<file path="src/design/i2crts_pkg.sv">
// i2crts_pkg: shared types and codes for the i2c register transaction sequencer
// no dependencies; used by i2crts_step and the top level

package i2crts_pkg;

   // request op codes
   localparam logic [1:0] OP_READ  = 2'd0;
   localparam logic [1:0] OP_WRITE = 2'd1;
   localparam logic [1:0] OP_GC    = 2'd2;
   localparam logic [1:0] OP_DONE  = 2'd3;

   // transaction phases
   localparam logic [3:0] PH_IDLE    = 4'd0;
   localparam logic [3:0] PH_ADDR_W  = 4'd1;
   localparam logic [3:0] PH_REG1    = 4'd2;
   localparam logic [3:0] PH_REG2    = 4'd3;
   localparam logic [3:0] PH_ADDR_R  = 4'd4;
   localparam logic [3:0] PH_RX0     = 4'd5;
   localparam logic [3:0] PH_RX1     = 4'd6;
   localparam logic [3:0] PH_DATA1   = 4'd7;
   localparam logic [3:0] PH_DATA2   = 4'd8;
   localparam logic [3:0] PH_GC_ADDR = 4'd9;
   localparam logic [3:0] PH_GC_CMD  = 4'd10;

   // transaction kinds
   localparam logic [1:0] KIND_READ  = 2'd0;
   localparam logic [1:0] KIND_WRITE = 2'd1;
   localparam logic [1:0] KIND_GC    = 2'd2;

   // result status codes
   localparam logic [2:0] ST_OK      = 3'd0;
   localparam logic [2:0] ST_NACK    = 3'd1;
   localparam logic [2:0] ST_ARBLOST = 3'd2;
   localparam logic [2:0] ST_UNKNOWN = 3'd3;
   localparam logic [2:0] ST_OOT     = 3'd4;

   // general call bytes
   localparam logic [7:0] GC_ADDR      = 8'h00;
   localparam logic [7:0] GC_RESET_CMD = 8'h06;

   typedef struct packed {
      logic [1:0] op;
      logic [6:0] dev_addr;
      logic [7:0] reg_first;
      logic [7:0] reg_second;
      logic       has_second;
      logic [7:0] data_first;
      logic [7:0] data_second;
      logic       done_rxack;
      logic       done_arblost;
      logic [7:0] done_byte;
   } req_type;

   typedef struct packed {
      logic [3:0] phase;
      logic [1:0] txn_kind;
      logic [6:0] dev_addr;
      logic [7:0] reg_first;
      logic [7:0] reg_second;
      logic       has_second;
      logic [7:0] data_first;
      logic [7:0] data_second;
      logic [7:0] first_rx_byte;
   } seq_state_type;

   typedef struct packed {
      logic        is_result;
      logic        cmd_read;
      logic        cmd_start;
      logic        cmd_stop;
      logic        cmd_nack;
      logic [7:0]  cmd_byte;
      logic [2:0]  status_code;
      logic [15:0] read_value;
      logic        err_rxack;
      logic        err_arblost;
   } rsp_type;

endpackage

</file>
<file path="src/design/i2crts_step.sv">
// i2crts_step: next-state and response logic for one accepted item
// depends on i2crts_pkg

module i2crts_step import i2crts_pkg::*; (
   input  req_type       req,
   input  seq_state_type cur,
   output seq_state_type nxt,
   output rsp_type       rsp
);

   logic is_rx;
   logic fail;

   always_comb begin
      nxt   = cur;
      rsp   = '0;
      is_rx = (cur.phase == PH_RX0) || (cur.phase == PH_RX1);
      fail  = is_rx ? req.done_arblost : (req.done_rxack | req.done_arblost);

      if (req.op != OP_DONE) begin
         if (cur.phase != PH_IDLE) begin
            rsp.is_result   = 1'b1;
            rsp.status_code = ST_OOT;
         end else begin
            nxt.dev_addr    = req.dev_addr;
            nxt.reg_first   = req.reg_first;
            nxt.reg_second  = req.reg_second;
            nxt.has_second  = req.has_second;
            nxt.data_first  = req.data_first;
            nxt.data_second = req.data_second;
            rsp.cmd_start   = 1'b1;
            if (req.op == OP_GC) begin
               nxt.txn_kind = KIND_GC;
               nxt.phase    = PH_GC_ADDR;
               rsp.cmd_byte = GC_ADDR;
            end else begin
               nxt.txn_kind = (req.op == OP_READ) ? KIND_READ : KIND_WRITE;
               nxt.phase    = PH_ADDR_W;
               rsp.cmd_byte = {req.dev_addr, 1'b0};
            end
         end
      end else if (cur.phase == PH_IDLE || cur.phase > PH_GC_CMD) begin
         nxt.phase       = PH_IDLE;
         rsp.is_result   = 1'b1;
         rsp.status_code = ST_OOT;
      end else if (fail) begin
         nxt.phase       = PH_IDLE;
         rsp.is_result   = 1'b1;
         // nack wins over arbitration lost
         rsp.status_code = req.done_rxack ? ST_NACK :
                           (req.done_arblost ? ST_ARBLOST : ST_UNKNOWN);
         rsp.err_rxack   = req.done_rxack;
         rsp.err_arblost = req.done_arblost;
      end else begin
         unique case (cur.phase)
            PH_ADDR_W: begin
               nxt.phase    = PH_REG1;
               rsp.cmd_byte = cur.reg_first;
            end
            PH_REG1, PH_REG2: begin
               if (cur.phase == PH_REG1 && cur.has_second) begin
                  nxt.phase    = PH_REG2;
                  rsp.cmd_byte = cur.reg_second;
               end else if (cur.txn_kind == KIND_READ) begin
                  // repeated start with the read address
                  nxt.phase     = PH_ADDR_R;
                  rsp.cmd_start = 1'b1;
                  rsp.cmd_byte  = {cur.dev_addr, 1'b1};
               end else begin
                  nxt.phase    = PH_DATA1;
                  rsp.cmd_byte = cur.data_first;
               end
            end
            PH_ADDR_R: begin
               nxt.phase    = PH_RX0;
               rsp.cmd_read = 1'b1;
            end
            PH_RX0: begin
               nxt.first_rx_byte = req.done_byte;
               nxt.phase         = PH_RX1;
               rsp.cmd_read      = 1'b1;
               rsp.cmd_stop      = 1'b1;
               rsp.cmd_nack      = 1'b1;
            end
            PH_RX1: begin
               nxt.phase      = PH_IDLE;
               rsp.is_result  = 1'b1;
               rsp.read_value = {cur.first_rx_byte, req.done_byte};
            end
            PH_DATA1: begin
               nxt.phase    = PH_DATA2;
               rsp.cmd_stop = 1'b1;
               rsp.cmd_byte = cur.data_second;
            end
            PH_GC_ADDR: begin
               nxt.phase    = PH_GC_CMD;
               rsp.cmd_stop = 1'b1;
               rsp.cmd_byte = GC_RESET_CMD;
            end
            default: begin
               // last byte of a write or general call finished
               nxt.phase     = PH_IDLE;
               rsp.is_result = 1'b1;
            end
         endcase
      end
   end

endmodule

</file>
<file path="src/design/i2c_register_transaction_sequencer.sv">
// i2c_register_transaction_sequencer: top level, state and response registers
// depends on i2crts_pkg and i2crts_step
//
//   channel | direction | handshake              | payload
//   req_    | in        | req_valid / req_ready  | op, address, pointer, data, done flags
//   rsp_    | out       | rsp_valid / rsp_ready  | command or final result
//
// a transfer on req_ updates the transaction state and loads the response
// register at the same edge; one item per cycle sustained while rsp_ready is high.
// req_ready is high whenever the response register is empty or being drained,
// so a stalled rsp_ side holds off new requests only while a response waits.
// synchronous reset returns the sequencer to idle with all saved fields zero.

module i2c_register_transaction_sequencer import i2crts_pkg::*; (
   input  logic        clock,
   input  logic        reset,
   input  logic        req_valid,
   output logic        req_ready,
   input  logic [1:0]  req_op,
   input  logic [6:0]  req_dev_addr,
   input  logic [7:0]  req_reg_first,
   input  logic [7:0]  req_reg_second,
   input  logic        req_has_second,
   input  logic [7:0]  req_data_first,
   input  logic [7:0]  req_data_second,
   input  logic        req_done_rxack,
   input  logic        req_done_arblost,
   input  logic [7:0]  req_done_byte,
   output logic        rsp_valid,
   input  logic        rsp_ready,
   output logic        rsp_is_result,
   output logic        rsp_cmd_read,
   output logic        rsp_cmd_start,
   output logic        rsp_cmd_stop,
   output logic        rsp_cmd_nack,
   output logic [7:0]  rsp_cmd_byte,
   output logic [2:0]  rsp_status_code,
   output logic [15:0] rsp_read_value,
   output logic        rsp_err_rxack,
   output logic        rsp_err_arblost
);

   req_type       req;
   seq_state_type state_ff;
   seq_state_type state_in;
   rsp_type       rsp_ff;
   rsp_type       rsp_in;
   logic          rsp_valid_ff;
   logic          req_fire;

   assign req = '{op: req_op, dev_addr: req_dev_addr, reg_first: req_reg_first,
                  reg_second: req_reg_second, has_second: req_has_second,
                  data_first: req_data_first, data_second: req_data_second,
                  done_rxack: req_done_rxack, done_arblost: req_done_arblost,
                  done_byte: req_done_byte};

   assign req_ready = !rsp_valid_ff || rsp_ready;
   assign req_fire  = req_valid && req_ready;

   i2crts_step u_step (
      .req (req),
      .cur (state_ff),
      .nxt (state_in),
      .rsp (rsp_in)
   );

   always_ff @(posedge clock) begin
      if (reset) begin
         state_ff     <= '0;
         rsp_valid_ff <= 1'b0;
      end else begin
         if (req_fire) begin
            state_ff <= state_in;
         end
         if (req_fire) begin
            rsp_valid_ff <= 1'b1;
         end else if (rsp_ready) begin
            rsp_valid_ff <= 1'b0;
         end
      end
   end

   // response payload register, loaded on every request transfer
   always_ff @(posedge clock) begin
      if (req_fire) begin
         rsp_ff <= rsp_in;
      end
   end

   assign rsp_valid       = rsp_valid_ff;
   assign rsp_is_result   = rsp_ff.is_result;
   assign rsp_cmd_read    = rsp_ff.cmd_read;
   assign rsp_cmd_start   = rsp_ff.cmd_start;
   assign rsp_cmd_stop    = rsp_ff.cmd_stop;
   assign rsp_cmd_nack    = rsp_ff.cmd_nack;
   assign rsp_cmd_byte    = rsp_ff.cmd_byte;
   assign rsp_status_code = rsp_ff.status_code;
   assign rsp_read_value  = rsp_ff.read_value;
   assign rsp_err_rxack   = rsp_ff.err_rxack;
   assign rsp_err_arblost = rsp_ff.err_arblost;

   // every accepted item produces a response in the next cycle
   a_rsp_follows: assert property (@(posedge clock) disable iff (reset)
      req_fire |=> rsp_valid_ff)
      else $error("no response after request transfer");

   // a pending byte command always belongs to a running transaction
   a_cmd_busy: assert property (@(posedge clock) disable iff (reset)
      rsp_valid_ff && !rsp_ff.is_result |-> state_ff.phase != PH_IDLE)
      else $error("byte command pending while idle");

   // a request taken while idle starts a transaction
   a_req_starts: assert property (@(posedge clock) disable iff (reset)
      req_fire && req_op != OP_DONE && state_ff.phase == PH_IDLE
      |=> state_ff.phase != PH_IDLE && !rsp_ff.is_result)
      else $error("request did not start a transaction");

   // the sequencer never enters an unused phase encoding
   a_phase_legal: assert property (@(posedge clock) disable iff (reset)
      state_ff.phase <= PH_GC_CMD)
      else $error("phase outside legal range");

endmodule
</file>
<file path="config.mk">
export PLATFORM = sky130hd
export DESIGN_NAME = i2c_register_transaction_sequencer
export DESIGN_NICKNAME = d
export VERILOG_FILES = /design/src/design/i2crts_pkg.sv /design/src/design/i2crts_step.sv /design/src/design/i2c_register_transaction_sequencer.sv
export SDC_FILE = /design/constraint.sdc
export NUM_CORES = 1
export LEC_CHECK = 0
export ABC_AREA = 0
export BUFFER_PORTS_ARGS = -buffer_cell sky130_fd_sc_hd__buf_4
export CAP_MARGIN = 20
export CELL_PAD_IN_SITES_DETAIL_PLACEMENT = 1
export CELL_PAD_IN_SITES_GLOBAL_PLACEMENT = 1
export CORE_ASPECT_RATIO = 1.75
export CORE_MARGIN = 10
export CORE_UTILIZATION = 37
export DETAILED_ROUTE_END_ITERATION = 16
export PLACE_DENSITY = 0.85
export SLEW_MARGIN = 20
export SYNTH_ARGS = -nofsm -noshare
export SYNTH_HDL_FRONTEND = slang
export SYNTH_HIERARCHICAL = 1
export SYNTH_SLANG_ARGS = --single-unit
</file>
<file path="constraint.sdc">
create_clock -name clock -period 2.05 [get_ports clock]
set_input_delay 0.1025 -clock clock [delete_from_list [all_inputs] [get_ports clock]]
set_output_delay 0.1025 -clock clock [all_outputs]
set_load 0.01 [all_outputs]
</file>
### Word-level counts from Yosys, hierarchy flattened

Cells that the tools add are included.

| operators by class | value |
|---|---|
| add/subtract/negate cells | 0 |
| $mul | 0 |
| divide/modulo/power cells | 0 |
| $lt $le $gt $ge | 1 |
| equal/unequal tests | 11 |
| shift operators | 0 |
| mux-type cells | 38 |
| bitwise logic cells | 6 |
| reduce and logical (&&, ||, !) cells | 21 |

Operators with widths:

| operator | count |
|---|---|
| two-way mux 46 bit | 1 |
| two-way mux 11 bit | 3 |
| two-way mux 8 bit | 4 |
| one-hot mux 8 bit (4 select lines) | 1 |
| one-hot mux 4 bit (6 select lines) | 1 |
| two-way mux 1 bit | 18 |
| equality test 4 x 3 -> 1 bit, second input constant | 4 |
| two-way mux 4 bit | 4 |
| two-way mux 3 bit | 4 |
| OR reduction 3 bit | 3 |
| equality test 4 x 2 -> 1 bit, second input constant | 2 |
| OR reduction 7 bit | 1 |
| two-way mux 6 bit | 1 |
| NOT 1 bit | 5 |
| AND reduction 5 bit | 1 |
| equality test 4 x 1 -> 1 bit, second input constant | 1 |
| equality test 4 bit, second input constant | 1 |
| greater-than comparator 4 bit, second input constant | 1 |
| zero test 2 bit | 2 |
| zero test 4 bit | 1 |
| != test 2 bit, second input constant | 2 |
| nonzero test 4 bit | 1 |
| OR reduction 2 bit | 2 |
| OR reduction 4 bit | 1 |
| 9 further kinds | 12 |

| word-level totals | value |
|---|---|
| bits in registers | 89 |
| bits in latches | 0 |
| memory bits (writable) | 0 |
| memory bits (read-only) | 0 |
| bits of input ports | 56 |
| word-level logic and storage cells | 97 |
| memories | 0 |

### Longest topological paths before layout

Gate-level depths: netlist (run 1).

| logic depth | value |
|---|---|
| depth after elaboration | 7 |
| mapped depth | 9 |
| depth with buffers taken out | 7 |

### Hierarchy

Netlist (run 1), hierarchy kept.

By module, submodules not included:

| module | times used | cells an instance | area each (µm²) | sequential area each (µm²) |
|---|---|---|---|---|
| i2c_register_transaction_sequencer | 1 | 285 | 3402.0 | 2122.0 |
| i2crts_step | 1 | 294 | 1456.4 | 0.0 |

### Worst setup path after synthesis (run 1)

No wires, ideal clock.

| path | value |
|---|---|
| path type | register to register |
| from | register rsp_valid_ff (netlist: rsp_valid) |
| to | register rsp_ff, in the netlist rsp_cmd_byte[0] (enable) |
| arrival | 1.637 ns |
| setup slack | 0.019 ns |
| stages on the path, launching flop included | 5 |
| buffers on the path | 2 |
| clock period less this slack | 2.031 ns |
| path through | dfxtp_1 nand2b_4 buf_6 buf_2 and2_1 |

| on the way | value |
|---|---|
| longest elaborated chain between the ends | 3 |

RTL lines:

| what | RTL line | source |
|---|---|---|
| start, declared | i2c_register_transaction_sequencer.sv:48 | `logic rsp_valid_ff;` |
| start signal, assigned | i2c_register_transaction_sequencer.sv:70 | `rsp_valid_ff <= 1'b0;` |
| start signal, assigned | i2c_register_transaction_sequencer.sv:76 | `rsp_valid_ff <= 1'b1;` |
| start signal, assigned | i2c_register_transaction_sequencer.sv:78 | `rsp_valid_ff <= 1'b0;` |
| zero test 1 bit | i2c_register_transaction_sequencer.sv:57 | `assign req_ready = !rsp_valid_ff \|\| rsp_ready;` |
| logical OR 1 bit | i2c_register_transaction_sequencer.sv:57 |  |
| via req_ready | i2c_register_transaction_sequencer.sv:18 | `output logic req_ready,` |
| logical AND 1 bit | i2c_register_transaction_sequencer.sv:58 | `assign req_fire = req_valid && req_ready;` |
| via req_fire | i2c_register_transaction_sequencer.sv:49 | `logic req_fire;` |
| end signal, assigned | i2c_register_transaction_sequencer.sv:86 | `rsp_ff <= rsp_in;` |
| end, declared | i2c_register_transaction_sequencer.sv:46 | `rsp_type rsp_ff;` |

The timed path passes the listed nets, and every way through them passes these cells.
A chain may end at the register's enable or synchronous reset.

### Worst setup path in the final report (run 1)

| path | value |
|---|---|
| from | register state_ff[51] (netlist bit) |
| to | register rsp_ff, in the netlist rsp_read_value[2] (data pin) |

| on the way | value |
|---|---|
| longest elaborated chain between the ends | 4 |
| elaborated cells on any way between the ends | 9 |

RTL lines:

| what | RTL line | source |
|---|---|---|
| start, declared | i2c_register_transaction_sequencer.sv:44 | `seq_state_type state_ff;` |
| start signal, assigned | i2c_register_transaction_sequencer.sv:73 | `state_ff <= state_in;` |
| parallel branches: the longest is 3 deep, another holds greater-than comparator 4 bit | -- |  |
| OR reduction 4 bit (no source line) * | -- |  |

Every way passes the cells marked *.

==> results of run 1 <==
-- layout by cell type (no fill, tap or decap), types with 2 or more instances in the layout --
| cell | instances |
|---|---|
| mux2_2 | 8 |
| inv_1 | 6 |
| buf_12 | 4 |
| a21bo_1 | 33 |
| inv_6 | 2 |
| buf_4 | 107 |
| a21oi_1 | 70 |
| mux2i_1 | 5 |
| edfxtp_1 | 34 |
| nor2b_1 | 2 |
| nand2_1 | 139 |
| and2_1 | 19 |
| a22oi_1 | 9 |
| o21ai_1 | 7 |
| dfxtp_2 | 3 |
| nor2_1 | 27 |
| o21ai_0 | 13 |
| clkbuf_16 | 9 |
| dfxtp_1 | 52 |
| nor3_1 | 5 |
| o2bb2ai_1 | 2 |
| a21bo_2 | 21 |
| nand3_1 | 55 |
| clkinv_4 | 2 |
| inv_8 | 3 |
-- Yosys cell counts (2+ instances only) --
master / count / share of area, %
nand2_1: 139 / 11
o21ai_1: 7 / 0.72
a21bo_1: 33 / 6.8
o2bb2ai_1: 2 / 0.36
and2_1: 19 / 2.4
buf_2: 21 / 2.2
nor2b_1: 2 / 0.26
a21bo_2: 21 / 4.3
a22oi_1: 9 / 1.4
nor3_1: 5 / 0.51
o22ai_1: 2 / 0.26
nor2_1: 28 / 2.2
dfxtp_1: 55 / 23
buf_6: 5 / 1.2
mux2_2: 8 / 1.9
nand2b_1: 2 / 0.26
nand3_1: 55 / 5.7
mux2i_1: 5 / 1.0
a21oi_1: 70 / 7.2
o21ai_0: 13 / 1.3
edfxtp_1: 34 / 21
clkbuf_1: 19 / 1.5
inv_1: 6 / 0.46
-- logic make-up after synthesis --
| kind of cell | share of synthesized area, % |
|---|---|
| buf+inv | 5.41 |
| flops | 43.7 |
| simple gates | 23.7 |
| mux | 2.88 |
| compound gates | 24.2 |
| xor+xnor | 0.180 |
-- metal layers --
layer  global-route usage, %  up-vias  wire (um)
met1                    16.3     2238       5650
met4                    11.6        0        913
met2                    32.4      123       8950
li1                        -     2162          -
met3                    2.92       43        565
met5                       0        -          0
-- metrics by stage --
step | power (mW) | std cells | hold slack, ns | instance area (um^2)
after detailed placement | 2.82 | 815 | 0.398 | 5720
after global routing | 4.61 | 832 | 0.0372 | 6050
final | 4.43 | 832 | 0.0422 | 6050
after floorplan | 2.47 | 579 | 0.296 | 4860
after CTS | 4.44 | 832 | 0.0401 | 6030
after global placement | 2.78 | 815 | 0.390 | 5720
-- critical path, stage by stage, from the launching register on --
cell	delay [ns]
dfxtp_2	0.41
xor2_1	0.20
nand3_1	0.18
a211oi_4	0.39
nor4b_4	0.25
buf_4	0.22
and2_1	0.16
-- state kept, by name (all words and copies together) (netlist names) --
name and flops:
rsp_valid 1, rsp_is_result 1, rsp_cmd_byte 8, rsp_read_value 16, rsp_cmd_nack 1, rsp_cmd_stop 1, rsp_cmd_read 1, state_ff 54
rsp_status_code 3, rsp_err_arblost 1, rsp_err_rxack 1, rsp_cmd_start 1
-- where the power goes --
group          total (mW)  leakage [nW]  internal, mW  switching, mW
clock network        1.64         0.146         0.861          0.781
logic               0.780          1.57         0.327          0.453
registers            2.01         0.793          1.94         0.0763
-- how the worst min path moves through the flow --
stage	from	to	cells past startpoint	slack, ns
2_1_floorplan	req_dev_addr[2]	rsp_cmd_byte[3]	2	0.30
3_3_place_gp	req_done_byte[0]	rsp_read_value[0]	2	0.39
3_5_place_dp	req_done_byte[4]	rsp_read_value[4]	2	0.40
4_1_cts	req_done_byte[4]	rsp_read_value[4]	2	0.04
5_1_grt	req_done_byte[4]	rsp_read_value[4]	2	0.04
6_report	req_done_byte[4]	rsp_read_value[4]	2	0.04
-- cell type report --
| class | count | area, um^2 |
|---|---|---|
| repair buffers | 112 | 895 |
| well taps | 171 | 214 |
| flip-flops and latches | 89 | 2130 |
| multi-input cells | 438 | 2500 |
| inverters | 6 | 22.5 |
| clock inverters | 7 | 68.8 |
| clock buffers | 9 | 225 |
| fillers | 1582 | 6880 |
-- repair_timing --
action,4_1_cts,5_1_grt
hold buffers,0,0
gates resized for setup,1,8
pin swaps,1,1
setup endpoints to repair,25,44
setup buffers,1,0
==> results.sh, run 1 <==
export IMPL_rsz0062_at_grt="false"
export IMPL_routedWlPerCell_um=19.3
export IMPL_reg2regPathDepth=6
export IMPL_portBuffers=91
export IMPL_globalplace_congestion=0.927
export IMPL_clk_pin_slew_ns=0.08
export IMPL_routed_wirelength_um=16100
export IMPL_vias=4566
export IMPL_antenna_found_initial=0
export IMPL_clockRootBuffer="clkbuf_16"
export IMPL_drtPass1Iterations=4
export IMPL_layout_nets=712
export IMPL_fin_skew_ns=0.0113
export IMPL_power_leakage_nw=2.51
export IMPL_grt_first_pass_wirelength_um=25000
export IMPL_syn_cell_area_um2=4860
export IMPL_finish_utilization_pct=46.8
export IMPL_synth_seq_area_share_pct=43.7
export IMPL_synth_cell_types=42
export IMPL_synth_nets=635
export IMPL_min_path_type="input pin to register"
export IMPL_antenna_left=0
export IMPL_core_um2=12900
export IMPL_numClockSinks=89
export IMPL_fmax_mhz=514
export IMPL_postSynthCellCount=579
export IMPL_yosys_register_bits=89
export IMPL_cts_max_level=3
export IMPL_ys_flop_type="dfxtp_1"
export IMPL_tritoncts="yes"
export IMPL_drive_gt1_share_pct=25.4
export IMPL_post_route_period_util_pct=94.8
export IMPL_peakVddDrop_mv=0.360
export IMPL_critPathKind="register to register"
export IMPL_hold_viol=0
export IMPL_setup_violations=0
export IMPL_worstPathRequired_ns=2.26
export IMPL_synthArstFlopShare_pct=0
export IMPL_row_count=55
export IMPL_die_area_um2=18300
export IMPL_grt_max_degree=110
export IMPL_avgSynthCellArea_um2=8.39
export IMPL_cap_violations=0
export IMPL_cp_end_kind="register"
export IMPL_slew_headroom_pct=58.9
export IMPL_setup_tns_ns=0
export IMPL_ys_warn_count=6
export IMPL_critPathLaunch="state_ff[51]"
export IMPL_cts_buffer_depth=2
export IMPL_maxSlewViolCount=0
export IMPL_globalRoute_totalOverflow=0
export IMPL_pre_cts_ws_ns=-0.0729
export IMPL_crit_arrival_ns=2.15
export IMPL_die_y_um=172
export IMPL_grt_pass1_vias=4833
export IMPL_drt_iter0_drc=237
export IMPL_io_pins=92
export IMPL_vias_per_cell=5.49
export IMPL_synth_edf_count=34
export IMPL_status="completed"
export IMPL_final_min_clock_period_ns=1.94
export IMPL_die_width_um=107
export IMPL_startpoint_type="register"
export IMPL_dp_hpwl_um=11500
export IMPL_globalRouteTotalUtil_pct=17.2
export IMPL_setup_ws_ns=0.106
export IMPL_r2r_start="state_ff[51]"
export IMPL_area_delta_synth_final_pct=24.6
export IMPL_r2r_end="rsp_read_value[2]"
export IMPL_crit_path_max_fanout=16
export IMPL_start_util_pct=37.6
export IMPL_insertion_delay_ns=0.35
export IMPL_drc=0
export IMPL_n_antenna_cell=0
export IMPL_crit_end="rsp_read_value[2]"
export IMPL_cts_made_buffers=9
export IMPL_tightest_slew_ns=0.616
export IMPL_pwr_density_cell_nw_per_um2=732
export IMPL_r2r_setup_slack_ns=0.11
Note: power is estimated with default switching activity, not from simulation.
==> inputs of run 2 (changes only) <==
Settings changed: CAP_MARGIN 20 to 5, PLACE_DENSITY 0.85 to 0.81.
==> run 2 against run 1 <==
First-iteration DRC count up 5.9%. Worst setup slack worse by 0.0078 ns. Combinational power about the same. Flip-flop and latch count unchanged. Critical path depth up 2. Power up 2.0%. Die area unchanged. Cell count down 0.12%. Clock skew down 0.0051 ns. Global-route usage about the same. Clock power up 5%. Largest power group unchanged.
==> results.sh, run 2 (synthesis gave the netlist of run 1 again) <==
export IMPL_r2r_end="state_ff[10]"
export IMPL_worstPathRequired_ns=2.32
export IMPL_cp_end_kind="register"
export IMPL_globalRouteTotalUtil_pct=17.1
export IMPL_clk_pin_slew_ns=0.07
export IMPL_drt_iter0_drc=251
export IMPL_mostFrequentLayoutCells="nand2_1 (139), buf_4 (107), a21oi_1 (70)"
export IMPL_fmax_mhz=512
export IMPL_setup_tns_ns=0
export IMPL_n_fill_cell=1594
export IMPL_largest_reg_flops=54
export IMPL_insertion_delay_ns=0.35
export IMPL_rsz0062_at_grt="false"
export IMPL_grtUsageMet3_pct=2.92
export IMPL_die_area_um2=18300
export IMPL_regMostFlops="state_ff"
export IMPL_use_met2_pct=32.9
export IMPL_post_route_period_util_pct=95.2
export IMPL_grt_first_pass_wirelength_um=25000
export IMPL_drive_gt1_share_pct=25.2
export IMPL_maxSlewViolCount=0
export IMPL_critPathLaunch="state_ff[52]"
export IMPL_routedWlPerCell_um=19.3
export IMPL_r2r_setup_slack_ns=0.1
export IMPL_row_count=55
export IMPL_peakVddDrop_mv=0.445
export IMPL_globalRoute_totalOverflow=0
export IMPL_dp_hpwl_um=11400
export IMPL_stdcell_count=831
export IMPL_placedCellCount=814
export IMPL_power_leakage_nw=2.51
export IMPL_multiInputGateArea_um2=2490
export IMPL_cap_violations=0
export IMPL_status="completed"
export IMPL_slew_headroom_pct=59.8
export IMPL_core_um2=12900
export IMPL_whs_path_depth=2
export IMPL_crit_arrival_ns=2.22
export IMPL_cts_max_level=3
export IMPL_vias=4530
export IMPL_die_width_um=107
export IMPL_routed_wirelength_um=16000
export IMPL_grt_pass1_vias=4804
export IMPL_seqCellArea_um2=2120
export IMPL_n_antenna_cell=0
export IMPL_critPathKind="register to register"
export IMPL_antenna_left=0
export IMPL_grt_busiest_layer="met2"
export IMPL_cts_post_setup_buffers_inserted=0
export IMPL_start_util_pct=37.6
export IMPL_drtPass1Iterations=4
export IMPL_antenna_found_initial=0
export IMPL_clockRootBuffer="clkbuf_16"
export IMPL_drc=0
export IMPL_finish_utilization_pct=46.8
export IMPL_tritoncts="yes"
export IMPL_numClockSinks=89
export IMPL_r2r_start="state_ff[52]"
export IMPL_setup_violations=0
export IMPL_crit_end="state_ff[10]"
export IMPL_vias_per_cell=5.45
export IMPL_final_common_cell="nand2_1"
export IMPL_layout_nets=711
export IMPL_crit_path_max_fanout=21
export IMPL_final_min_clock_period_ns=1.95
export IMPL_pwr_density_cell_nw_per_um2=747
export IMPL_min_path_type="input pin to register"
export IMPL_cts_buffer_depth=2
export IMPL_reg2regPathDepth=8
export IMPL_fin_skew_ns=0.00620
export IMPL_hold_ws_ns=0.0497
export IMPL_hold_viol=0
export IMPL_tightest_slew_ns=0.602
export IMPL_startpoint_type="register"
export IMPL_globalplace_congestion=0.911
export IMPL_met1_usage_pct=16.3
export IMPL_cts_made_buffers=9
export IMPL_portBuffers=91
export IMPL_grt_max_degree=110
export IMPL_area_delta_synth_final_pct=24.6
export IMPL_io_pins=92
export IMPL_die_y_um=172
run 2: area by class of cell:
class	count	share of cell area [%]
Timing Repair Buffer	111	14.7
Tap cell	171	3.53
Clock inverter	6	1.20
Clock buffer	10	3.95
Sequential cell	89	35.1
Inverter	6	0.372
Multi-Input combinational cell	438	41.2
run 2: repair_timing:
item                                    in CTS  in global routing
gates resized for setup                      0                  6
endpoints found under the setup margin       0                 18
hold buffers                                 0                  0
run 2: power by group:
part | internal, mW | total, mW | switching [mW]
logic | 0.328 | 0.781 | 0.453
registers | 1.94 | 2.01 | 0.0774
clock network | 0.997 | 1.73 | 0.729
run 2: critical path, stage by stage (launching register included):
cell     delay (ns)
dfxtp_1        0.39
or2_4          0.29
or3_4          0.36
nor2_4         0.20
buf_12         0.20
nand2_1        0.11
nand2_1        0.07
nand3_1        0.06
a21oi_1        0.19
run 2: layer usage:
layer  up-vias  routed length [um]
met5         -                   0
met4         0                 704
met3        41                 573
met2       141                9040
met1      2187                5720
li1       2161                   -
run 2: per-stage QoR:
step,setup WS (ns),instance area [um^2],power [mW]
5_1_grt,0.000670,6060,4.72
3_5_place_dp,0.107,5700,2.80
3_3_place_gp,0.165,5700,2.76
2_1_floorplan,0.0190,4860,2.47
4_1_cts,0.0520,6010,4.52
6_report,0.0985,6060,4.52
run 2: worst min-delay path by stage:
stage / start / to / slack [ns]
2_1_floorplan: req_dev_addr[2] / rsp_cmd_byte[3] / 0.30
3_3_place_gp: req_done_byte[6] / rsp_read_value[6] / 0.39
3_5_place_dp: req_done_byte[0] / rsp_read_value[0] / 0.40
4_1_cts: req_done_byte[5] / rsp_read_value[5] / 0.04
5_1_grt: req_done_byte[6] / rsp_read_value[6] / 0.04
6_report: req_done_byte[7] / rsp_read_value[7] / 0.05
==> inputs of run 3 (changes only) <==
Settings changed: PLACE_DENSITY 0.81 to 0.78.
==> run 3 against run 2 <==
Power decreased by 4.3%. Clock skew increased by 0.0049 ns. Largest power group unchanged. Sequential share of layout area decreased by 0.086 points. Clock power decreased by 10%. Sequential power about the same. Cell count increased by 0.96%. Count of clock-buffer cells in the layout unchanged. Critical path depth unchanged. Combinational power decreased by 1%.
==> results.sh, run 3 (synthesis gave the netlist of run 1 again) <==
export IMPL_grt_first_pass_wirelength_um=25300
export IMPL_min_path_type="input pin to register"
export IMPL_final_min_clock_period_ns=1.94
export IMPL_n_antenna_cell=0
export IMPL_clk_pin_slew_ns=0.06
export IMPL_tritoncts="yes"
export IMPL_worstPathRequired_ns=2.30
export IMPL_holdBufCountCts=0
export IMPL_grt_pass1_vias=4924
export IMPL_cts_max_level=3
export IMPL_regMostFlops="state_ff"
export IMPL_crit_end="state_ff[53]"
export IMPL_globalRouteTotalUtil_pct=17.3
export IMPL_start_util_pct=37.6
export IMPL_dpl_instance_area_um2=5770
export IMPL_grt_max_degree=69
export IMPL_vias_per_cell=5.41
export IMPL_fin_skew_ns=0.0111
export IMPL_tightest_slew_ns=0.626
export IMPL_placedCellCount=822
export IMPL_globalRoute_totalOverflow=0
export IMPL_peakVddDrop_mv=0.373
export IMPL_dp_hpwl_um=11500
export IMPL_crit_arrival_ns=2.19
export IMPL_pwr_density_cell_nw_per_um2=713
export IMPL_maxSlewViolCount=0
export IMPL_die_width_um=107
export IMPL_stdcell_count=839
export IMPL_final_cell_area_um2=6070
export IMPL_cts_made_buffers=9
export IMPL_critPathLaunch="state_ff[52]"
export IMPL_mostFrequentLayoutCells="nand2_1 (139), buf_4 (115), a21oi_1 (70)"
export IMPL_setup_tns_ns=0
export IMPL_drtPass1Iterations=4
export IMPL_antenna_found_initial=0
export IMPL_routed_wirelength_um=15900
export IMPL_post_route_period_util_pct=94.7
export IMPL_drc=0
export IMPL_cts_buffer_depth=2
export IMPL_setup_ws_ns=0.109
export IMPL_n_fill_cell=1591
export IMPL_r2r_setup_slack_ns=0.11
export IMPL_critPathKind="register to register"
export IMPL_die_y_um=172
export IMPL_reg2regPathDepth=8
export IMPL_startpoint_type="register"
export IMPL_drt_iter0_drc=232
export IMPL_row_count=55
export IMPL_io_pins=92
export IMPL_drive_gt1_share_pct=25.3
export IMPL_clockRootBuffer="clkbuf_16"
export IMPL_core_um2=12900
export IMPL_antenna_left=0
export IMPL_numClockSinks=89
export IMPL_r2r_end="state_ff[53]"
export IMPL_hold_ws_ns=0.0560
export IMPL_area_delta_synth_final_pct=24.9
export IMPL_hold_viol=0
export IMPL_final_common_cell="nand2_1"
export IMPL_r2r_start="state_ff[52]"
export IMPL_slew_headroom_pct=58.3
export IMPL_setup_violations=0
export IMPL_largest_reg_flops=54
export IMPL_power_total_mw=4.33
export IMPL_vias=4543
export IMPL_routedWlPerCell_um=18.9
export IMPL_power_leakage_nw=2.52
export IMPL_cap_violations=0
export IMPL_die_area_um2=18300
export IMPL_globalplace_congestion=0.881
export IMPL_fmax_mhz=515
export IMPL_pre_cts_ws_ns=0.0877
export IMPL_cp_end_kind="register"
export IMPL_portBuffers=91
export IMPL_crit_path_max_fanout=25
export IMPL_finish_utilization_pct=46.9
export IMPL_status="completed"
export IMPL_layout_nets=719
export IMPL_insertion_delay_ns=0.34
==> run 3: what timing repair did <==
action | in CTS | in global routing
resized for setup | 0 | 2
setup endpoints to repair | 0 | 24
setup buffers | 0 | 1
==> run 3: report_power, final <==
part	internal, mW	total (mW)	switching, mW
Clock	0.855	1.55	0.692
Sequential	1.94	2.01	0.0732
Combinational	0.327	0.773	0.446
Total	3.12	4.33	1.21
==> run 3: worst min-delay path by stage <==
stage | start | endpoint | slack (ns) | cells past startpoint
floorplan | req_dev_addr[2] | rsp_cmd_byte[3] | 0.30 | 2
global placement | req_done_byte[6] | rsp_read_value[6] | 0.39 | 2
detailed placement | req_done_byte[1] | rsp_read_value[1] | 0.40 | 2
CTS | req_done_byte[5] | rsp_read_value[5] | 0.05 | 2
global route | req_done_byte[2] | rsp_read_value[2] | 0.05 | 2
finish | req_done_byte[5] | rsp_read_value[5] | 0.06 | 2
==> run 3: routing by layer <==
layer	global-route usage (%)	wire (um)	up-vias
met3	2.70	567	42
met2	32.7	8720	128
met1	16.9	5710	2194
li1	-	-	2179
met5	0	0	-
met4	10.6	858	0
==> run 3: final cells by class <==
cell class	instances	area (um^2)	area share (%)
clock buffers	10	239	3.94
clock inverters	6	41.3	0.681
inverters	6	22.5	0.371
multi-input cells	438	2480	40.9
flip-flops and latches	89	2120	35.0
well taps	171	214	3.53
repair buffers	119	943	15.5
==> run 3: critical path: stages, from the launching register on <==
cell and delay (ns):
dfxtp_1 0.37, or2_1 0.26, or3_1 0.37, nor2_2 0.18
buf_12 0.19, a22oi_1 0.11, o21ai_1 0.12, nand3_1 0.09
a21oi_1 0.16
